$ cat config.mk
export PLATFORM = sky130hd
export DESIGN_NAME = rgb_to_hsv_range_key_unit
export DESIGN_NICKNAME = d
export VERILOG_FILES = /design/src/sv/rhk_pkg.sv /design/src/sv/rhk_cell.sv /design/src/sv/rgb_to_hsv_range_key_unit.sv
export SDC_FILE = /design/constraint.sdc
export NUM_CORES = 2
export LEC_CHECK = 0
export BUFFER_PORTS_ARGS = -buffer_cell sky130_fd_sc_hd__buf_2
export CAP_MARGIN = 20
export CORE_ASPECT_RATIO = 0.6
export CORE_UTILIZATION = 35
export DETAILED_ROUTE_END_ITERATION = 8
export GPL_TIMING_DRIVEN = 0
export PLACE_DENSITY = 0.52
export SYNTH_ARGS = -nofsm -noshare
export SYNTH_HDL_FRONTEND = slang
export SYNTH_SLANG_ARGS = --single-unit
$ cat constraint.sdc
create_clock -name aclk -period 49.7 [get_ports aclk]
set_input_delay 4.97 -clock aclk [delete_from_list [all_inputs] [get_ports aclk]]
set_output_delay 4.97 -clock aclk [all_outputs]
set_load 0.05 [all_outputs]
$ cat src/sv/rhk_pkg.sv
`timescale 1ns / 1ps
`default_nettype none
package rhk_pkg;

    localparam logic [14:0] HUE_60 = 15'd3840;
    localparam logic [14:0] HUE_FULL = 15'd23040;

    typedef enum logic [2:0] {
        CFG_HUE_LOW  = 3'd0,
        CFG_HUE_HIGH = 3'd1,
        CFG_SAT_LOW  = 3'd2,
        CFG_SAT_HIGH = 3'd3,
        CFG_VAL_LOW  = 3'd4,
        CFG_VAL_HIGH = 3'd5
    } cfg_idx_t;

    typedef enum logic [1:0] {
        SEC_RED   = 2'd0,
        SEC_GREEN = 2'd1,
        SEC_BLUE  = 2'd2
    } sector_t;

    // data handed from one divider cell to the next
    typedef struct packed {
        logic            valid;
        logic [19:0]     hrem;     // hue partial remainder
        logic [19:0]     hnum;     // hue dividend, 3840*255 fits in 20 bits
        logic [11:0]     hquo;
        logic [7:0]      hden;     // delta
        logic [15:0]     srem;
        logic [15:0]     snum;
        logic [7:0]      squo;
        logic [7:0]      sden;     // max
        logic            neg;
        sector_t         sector;
        logic            grey;
        logic [7:0]      value;
    } cell_t;

endpackage
`default_nettype wire

$ cat src/sv/rhk_cell.sv
`timescale 1ns / 1ps
`default_nettype none
// one restoring divide step for both hue and saturation quotients
module rhk_cell (
    input  wire logic           aclk,
    input  wire logic           aresetn,
    input  wire logic           en,
    input  wire rhk_pkg::cell_t d_in,
    output rhk_pkg::cell_t      d_out
);

    rhk_pkg::cell_t d_reg;
    rhk_pkg::cell_t d_next;
    logic [20:0] htry;
    logic [16:0] stry;
    logic [20:0] hsh;
    logic [16:0] ssh;

    always_comb begin
        d_next = d_in;
        hsh = {d_in.hrem, d_in.hnum[19]};
        htry = hsh - {13'd0, d_in.hden};
        d_next.hnum = {d_in.hnum[18:0], 1'b0};
        if (!htry[20]) begin
            d_next.hrem = htry[19:0];
            d_next.hquo = {d_in.hquo[10:0], 1'b1};
        end else begin
            d_next.hrem = hsh[19:0];
            d_next.hquo = {d_in.hquo[10:0], 1'b0};
        end
        ssh = {d_in.srem, d_in.snum[15]};
        stry = ssh - {9'd0, d_in.sden};
        d_next.snum = {d_in.snum[14:0], 1'b0};
        if (!stry[16]) begin
            d_next.srem = stry[15:0];
            d_next.squo = {d_in.squo[6:0], 1'b1};
        end else begin
            d_next.srem = ssh[15:0];
            d_next.squo = {d_in.squo[6:0], 1'b0};
        end
    end

    always_ff @(posedge aclk) begin
        if (!aresetn) begin
            d_reg.valid <= 1'b0;
        end else if (en) begin
            d_reg <= d_next;
        end
    end

    assign d_out = d_reg;

endmodule
`default_nettype wire

$ cat src/sv/rgb_to_hsv_range_key_unit.sv
`timescale 1ns / 1ps
`default_nettype none
// RGB to HSV with range key. One pixel per clock in and out, with the whole
// pipe advancing only when the output register is free or being taken. Stages:
// a front register for max/min and sector selection, a chain of 20 divider
// cells (one quotient bit each for the hue ratio 3840*num/delta, the last 16
// also for 255*delta/max), and an output register for hue offset and key compare.
module rgb_to_hsv_range_key_unit (
    input  wire logic        aclk,
    input  wire logic        aresetn,
    input  wire logic        s_valid,
    output logic             s_ready,
    input  wire logic [7:0]  s_red,
    input  wire logic [7:0]  s_green,
    input  wire logic [7:0]  s_blue,
    output logic             m_valid,
    input  wire logic        m_ready,
    output logic [14:0]      m_hue,
    output logic [7:0]       m_saturation,
    output logic [7:0]       m_value,
    output logic             m_in_key,
    input  wire logic        cfg_valid,
    output logic             cfg_ready,
    input  wire logic [2:0]  cfg_index,
    input  wire logic [14:0] cfg_data
);

    localparam int unsigned NCELL = 20;

    logic [14:0] hue_low_reg, hue_high_reg;
    logic [7:0]  sat_low_reg, sat_high_reg, val_low_reg, val_high_reg;

    assign cfg_ready = 1'b1;

    always_ff @(posedge aclk) begin
        if (!aresetn) begin
            hue_low_reg  <= 15'd0;
            hue_high_reg <= 15'd23039;
            sat_low_reg  <= 8'd0;
            sat_high_reg <= 8'd255;
            val_low_reg  <= 8'd0;
            val_high_reg <= 8'd255;
        end else if (cfg_valid) begin
            unique case (cfg_index)
                rhk_pkg::CFG_HUE_LOW:  hue_low_reg  <= cfg_data;
                rhk_pkg::CFG_HUE_HIGH: hue_high_reg <= cfg_data;
                rhk_pkg::CFG_SAT_LOW:  sat_low_reg  <= cfg_data[7:0];
                rhk_pkg::CFG_SAT_HIGH: sat_high_reg <= cfg_data[7:0];
                rhk_pkg::CFG_VAL_LOW:  val_low_reg  <= cfg_data[7:0];
                rhk_pkg::CFG_VAL_HIGH: val_high_reg <= cfg_data[7:0];
                default: ;
            endcase
        end
    end

    logic adv;
    assign adv = !m_valid || m_ready;
    assign s_ready = adv;

    // front stage
    logic [7:0] mx, mn, dl, a, b;
    rhk_pkg::sector_t sec;
    rhk_pkg::cell_t front_reg, front_next;
    logic [7:0] nmag;

    always_comb begin
        mx = s_red;
        if (s_green > mx) mx = s_green;
        if (s_blue > mx) mx = s_blue;
        mn = s_red;
        if (s_green < mn) mn = s_green;
        if (s_blue < mn) mn = s_blue;
        dl = mx - mn;
        if (s_red == mx) begin
            sec = rhk_pkg::SEC_RED;   a = s_green; b = s_blue;
        end else if (s_green == mx) begin
            sec = rhk_pkg::SEC_GREEN; a = s_blue;  b = s_red;
        end else begin
            sec = rhk_pkg::SEC_BLUE;  a = s_red;   b = s_green;
        end
        nmag = (a >= b) ? a - b : b - a;
        front_next = '0;
        front_next.valid = s_valid;
        front_next.hnum = 20'(nmag) * 20'(rhk_pkg::HUE_60);
        front_next.hden = dl;
        front_next.sden = mx;
        front_next.neg = (a < b);
        front_next.sector = sec;
        front_next.grey = (dl == 8'd0);
        front_next.value = mx;
    end

    always_ff @(posedge aclk) begin
        if (!aresetn) begin
            front_reg.valid <= 1'b0;
        end else if (adv) begin
            front_reg <= front_next;
        end
    end

    // saturation cells start 4 stages after hue cells; the early cells only
    // carry delta and max along, and the saturation dividend is loaded at cell 4
    rhk_pkg::cell_t chain [0:NCELL];
    rhk_pkg::cell_t link  [0:NCELL-1];

    assign chain[0] = front_reg;

    for (genvar i = 0; i < NCELL; i++) begin : g_cell
        // saturation divider uses 16 dividend bits, so it joins at cell 4
        always_comb begin
            link[i] = chain[i];
            if (i < NCELL - 16) begin
                link[i].srem = '0;
            end else if (i == NCELL - 16) begin
                link[i].srem = '0;
                link[i].snum = {chain[i].hden, 8'd0} - {8'd0, chain[i].hden};
            end
        end
        rhk_cell u_cell (
            .aclk   (aclk),
            .aresetn(aresetn),
            .en     (adv),
            .d_in   (link[i]),
            .d_out  (chain[i+1])
        );
    end

    // output stage
    rhk_pkg::cell_t last;
    logic [15:0] q;
    logic [15:0] hsum;
    logic [14:0] hue_next;
    logic [7:0]  sat_next;
    logic [14:0] base;
    logic [14:0] hue_reg;
    logic [7:0]  sat_reg, val_reg;
    logic        key_reg, key_next;

    assign last = chain[NCELL];

    always_comb begin
        unique case (last.sector)
            rhk_pkg::SEC_RED:   base = 15'd0;
            rhk_pkg::SEC_GREEN: base = 15'd7680;
            default:            base = 15'd15360;
        endcase
        q = {4'd0, last.hquo} + {15'd0, last.neg && (last.hrem != 20'd0)};
        if (last.neg) begin
            hsum = {1'b0, base} - q;
            if (hsum[15]) hsum = hsum + {1'b0, rhk_pkg::HUE_FULL};
        end else begin
            hsum = {1'b0, base} + q;
        end
        hue_next = last.grey ? 15'd0 : hsum[14:0];
        sat_next = (last.value == 8'd0) ? 8'd0 : last.squo;
        key_next = hue_next >= hue_low_reg && hue_next <= hue_high_reg &&
                   sat_next >= sat_low_reg && sat_next <= sat_high_reg &&
                   last.value >= val_low_reg && last.value <= val_high_reg;
    end

    always_ff @(posedge aclk) begin
        if (!aresetn) begin
            m_valid <= 1'b0;
        end else if (adv) begin
            m_valid <= last.valid;
        end
    end

    always_ff @(posedge aclk) begin
        if (adv) begin
            hue_reg <= hue_next;
            sat_reg <= sat_next;
            val_reg <= last.value;
            key_reg <= key_next;
        end
    end

    assign m_hue = hue_reg;
    assign m_saturation = sat_reg;
    assign m_value = val_reg;
    assign m_in_key = key_reg;

`ifndef NO_ASSERTIONS
    a_hue_range: assert property (@(posedge aclk) disable iff (!aresetn)
        m_valid |-> m_hue < rhk_pkg::HUE_FULL) else $error("hue out of range");
    a_black: assert property (@(posedge aclk) disable iff (!aresetn)
        (m_valid && m_value == 8'd0) |-> (m_hue == 15'd0 && m_saturation == 8'd0))
        else $error("black pixel with hue or saturation");
    a_hold: assert property (@(posedge aclk) disable iff (!aresetn)
        (m_valid && !m_ready) |=> (m_valid && $stable(m_hue) && $stable(m_in_key)))
        else $error("result changed while stalled");
`endif

endmodule
`default_nettype wire

==> results.json <==
{
  "status": "complete, but fails checks",
  "violations": "design-rule violations",
  "clock-sinks": 1447,
  "avgSynthCellArea_um2": 12.5,
  "startpoint": "s_red[6]",
  "avgViaCountPerCell": 4.80,
  "fmax_mhz": 60.9,
  "core_um2": 203000,
  "total_power_w": 0.00345,
  "power_frac_comb": 0.217,
  "hold_buffers": 0,
  "seq_area_frac_synth": 0.593,
  "synth_cell_types": 94,
  "hp-start": "g_cell[16].u_cell.d_out[68]",
  "grt_overflow": 0,
  "drc": 12,
  "cp_num_buf_inv": 9,
  "grt_util_all_layers": 0.130,
  "cts_buffer_depth": 4,
  "relSlewSlack": 0.218,
  "leakagePower_nw": 30.9,
  "ant_nets": 0,
  "synth_enable_flop_cells": 1363,
  "synthTopCellsByArea": "edfxtp_1 (57%), ha_1 (7.0%), xor2_1 (3.1%), inv_1 (3.0%), xnor2_1 (2.5%)",
  "ios": 82,
  "synth_area_um2": 71800,
  "avgRoutedWirePerCell_um": 15.5,
  "dr.pass1.iters": 7,
  "rsz0062_at_grt": "no",
  "slowest_delay_ns": 0.81,
  "rows": 128,
  "cts_tree": "done",
  "root_buffer": "clkbuf_16",
  "end_kind": "register",
  "switchingPower_w": 0.000968,
  "yosys_warnings": 0,
  "clock_latency_ns": 0.78,
  "netlist.area_leader.share": 0.570,
  "p_seq_frac": 0.465,
  "cts_made_buffers": 153,
  "drv_slew": 0,
  "die_h_um": 353,
  "hp-class": "register to register",
  "finalCritPeriodShare": 0.330,
  "power_density_nw_per_um2": 42.6,
  "maxCapViolations": 0,
  "r2r-start": "g_cell[19].u_cell.d_out[11]",
  "synth_cells": 5763,
  "die-area_um2": 207000,
  "crit_slowest_cell": "o31ai_2",
  "cts_resized": 0,
  "crit_required_ns": 50.22,
  "drt_iter0_drc": 3015,
  "swShare": 0.280,
  "post-cts-setup-buffer-count": 0,
  "worstSetupPathType": "input pin to register",
  "cp.arrival_ns": 16.94,
  "nNetsFinal": 6522,
  "vias": 42525,
  "intPower_w": 0.00249,
  "fin_setup_tns_ns": 0,
  "finalSetupViolations": 0,
  "port_buffers": 77,
  "fin_crit_ns": 16.42,
  "start_util": 0.353,
  "p_clk_frac": 0.318,
  "cp_top_family": "compound AO/OA/AOI/OAI gates",
  "ys.flop_type": "edfxtp_1",
  "clock_skew_ns": 0.0396,
  "fp.dieW_um": 587,
  "grt_pass1_wl_um": 222000,
  "post-dp-hpwl_um": 99800,
  "syn_to_final_growth_pct": 12.7,
  "path_clk_slew_ns": 0.06,
  "peakVddDrop_mv": 0.0762,
  "critPathMaxFanout": 10,
  "wl_um": 137000,
  "final_common_cell": "edfxtp_1",
  "tightest_slew_ns": 1.17,
  "place_congestion": 0.828,
  "hold_viol": 0,
  "final_cell_mix": "edfxtp_1 (1363), inv_1 (573), nand2_1 (418)",
  "synth-seq-cells": 1447,
  "yosys.area.top_type": "edfxtp_1",
  "drive_gt1_frac": 0.0889,
  "start_kind": "input pin",
  "grt_pass1_vias": 41310,
  "largest_reg_flops": 1319,
  "antenna_found_initial": 4,
  "grt_max_degree": 73,
  "cts_max_level": 4,
  "async_reset_ff_frac": 0
}
## power by group through the flow
stage	sequential, W	combinational [W]	clock (W)
floorplan	0.00167	0.000580	0
global placement	0.00173	0.000728	0
detailed placement	0.00163	0.000752	0
CTS	0.00161	0.000758	0.00114
global route	0.00162	0.000855	0.00118
finish	0.00161	0.000751	0.00110
## synth_stat cells (all sizes together), types with 10 or more instances
master   instances
a211oi          51
or3             77
o21ai          261
o41ai           17
xnor2          208
and3            23
nor3           152
o2111ai         13
nand3b          30
dfxtp           84
nand4           24
nand3           93
a21boi         159
o211ai          45
a31oi           10
or4             53
o31ai           38
nor2           367
buf             23
nand2b          39
clkbuf          94
or2             12
nand2          419
fa              47
inv            574
ha             403
and2            30
mux2           162
o21a            45
a31o            25
xor2           252
edfxtp        1363
nand4b          12
nor4            84
nor4b           11
mux2i           79
a21o            61
nor2b          113
a21oi          122
## worst paths after layout
check                                              endpoint  slack, ns  cells after the start
worst min-delay path            g_cell[17].u_cell.d_out[69]       0.40                      0
worst max register to register                     m_in_key      42.89                     24
worst max-delay path                            chain[2519]      33.28                     42
worst min register to register  g_cell[17].u_cell.d_out[69]       0.40                      0
## cell families (layout without fill, tap and decap cells)
| kind of cell | Yosys count | in the layout | synth area share |
|---|---|---|---|
| simple gates | 1562 | 1562 | 0.109 |
| flops | 1447 | 1447 | 0.593 |
| compound gates | 908 | 908 | 0.0849 |
| buf+inv | 691 | 1053 | 0.0364 |
| xor+xnor | 461 | 461 | 0.0564 |
| fa+ha+maj | 451 | 451 | 0.0834 |
| mux | 241 | 241 | 0.0365 |
| other cells | 2 | 10 | 0.000105 |
## cell type report
cell class                      count  area, um^2
Buffer                            117         459
Inverter                          574        2160
Clock inverter                     72         649
Fill cell                       19030      122000
Timing Repair Buffer              100         980
Antenna cell                        1        2.50
Multi-Input combinational cell   3632       26600
Tap cell                         2730        3420
Sequential cell                  1447       42600
Clock buffer                      190        4060
## layer usage
layer,GRT usage,vias to the layer above,part of all wire
met3,0.0246,188,0.050
met5,0,-,0
met1,0.205,20110,0.54
met4,0.0296,0,0.018
met2,0.182,758,0.39
li1,-,21469,-
## per-stage QoR
stage	std cells	utilization	setup slack, ns	instance area [um^2]	hold WS, ns
floorplan	5770	-	11.28	71800	0.400
global placement	8577	0.372	-1.60	75600	0.401
detailed placement	8600	0.375	32.58	76300	0.405
CTS	8862	0.398	33.41	81000	0.404
global route	8863	0.398	32.25	81000	0.411
finish	8863	0.398	33.28	81000	0.399
Power figures use the tool's default switching activity.
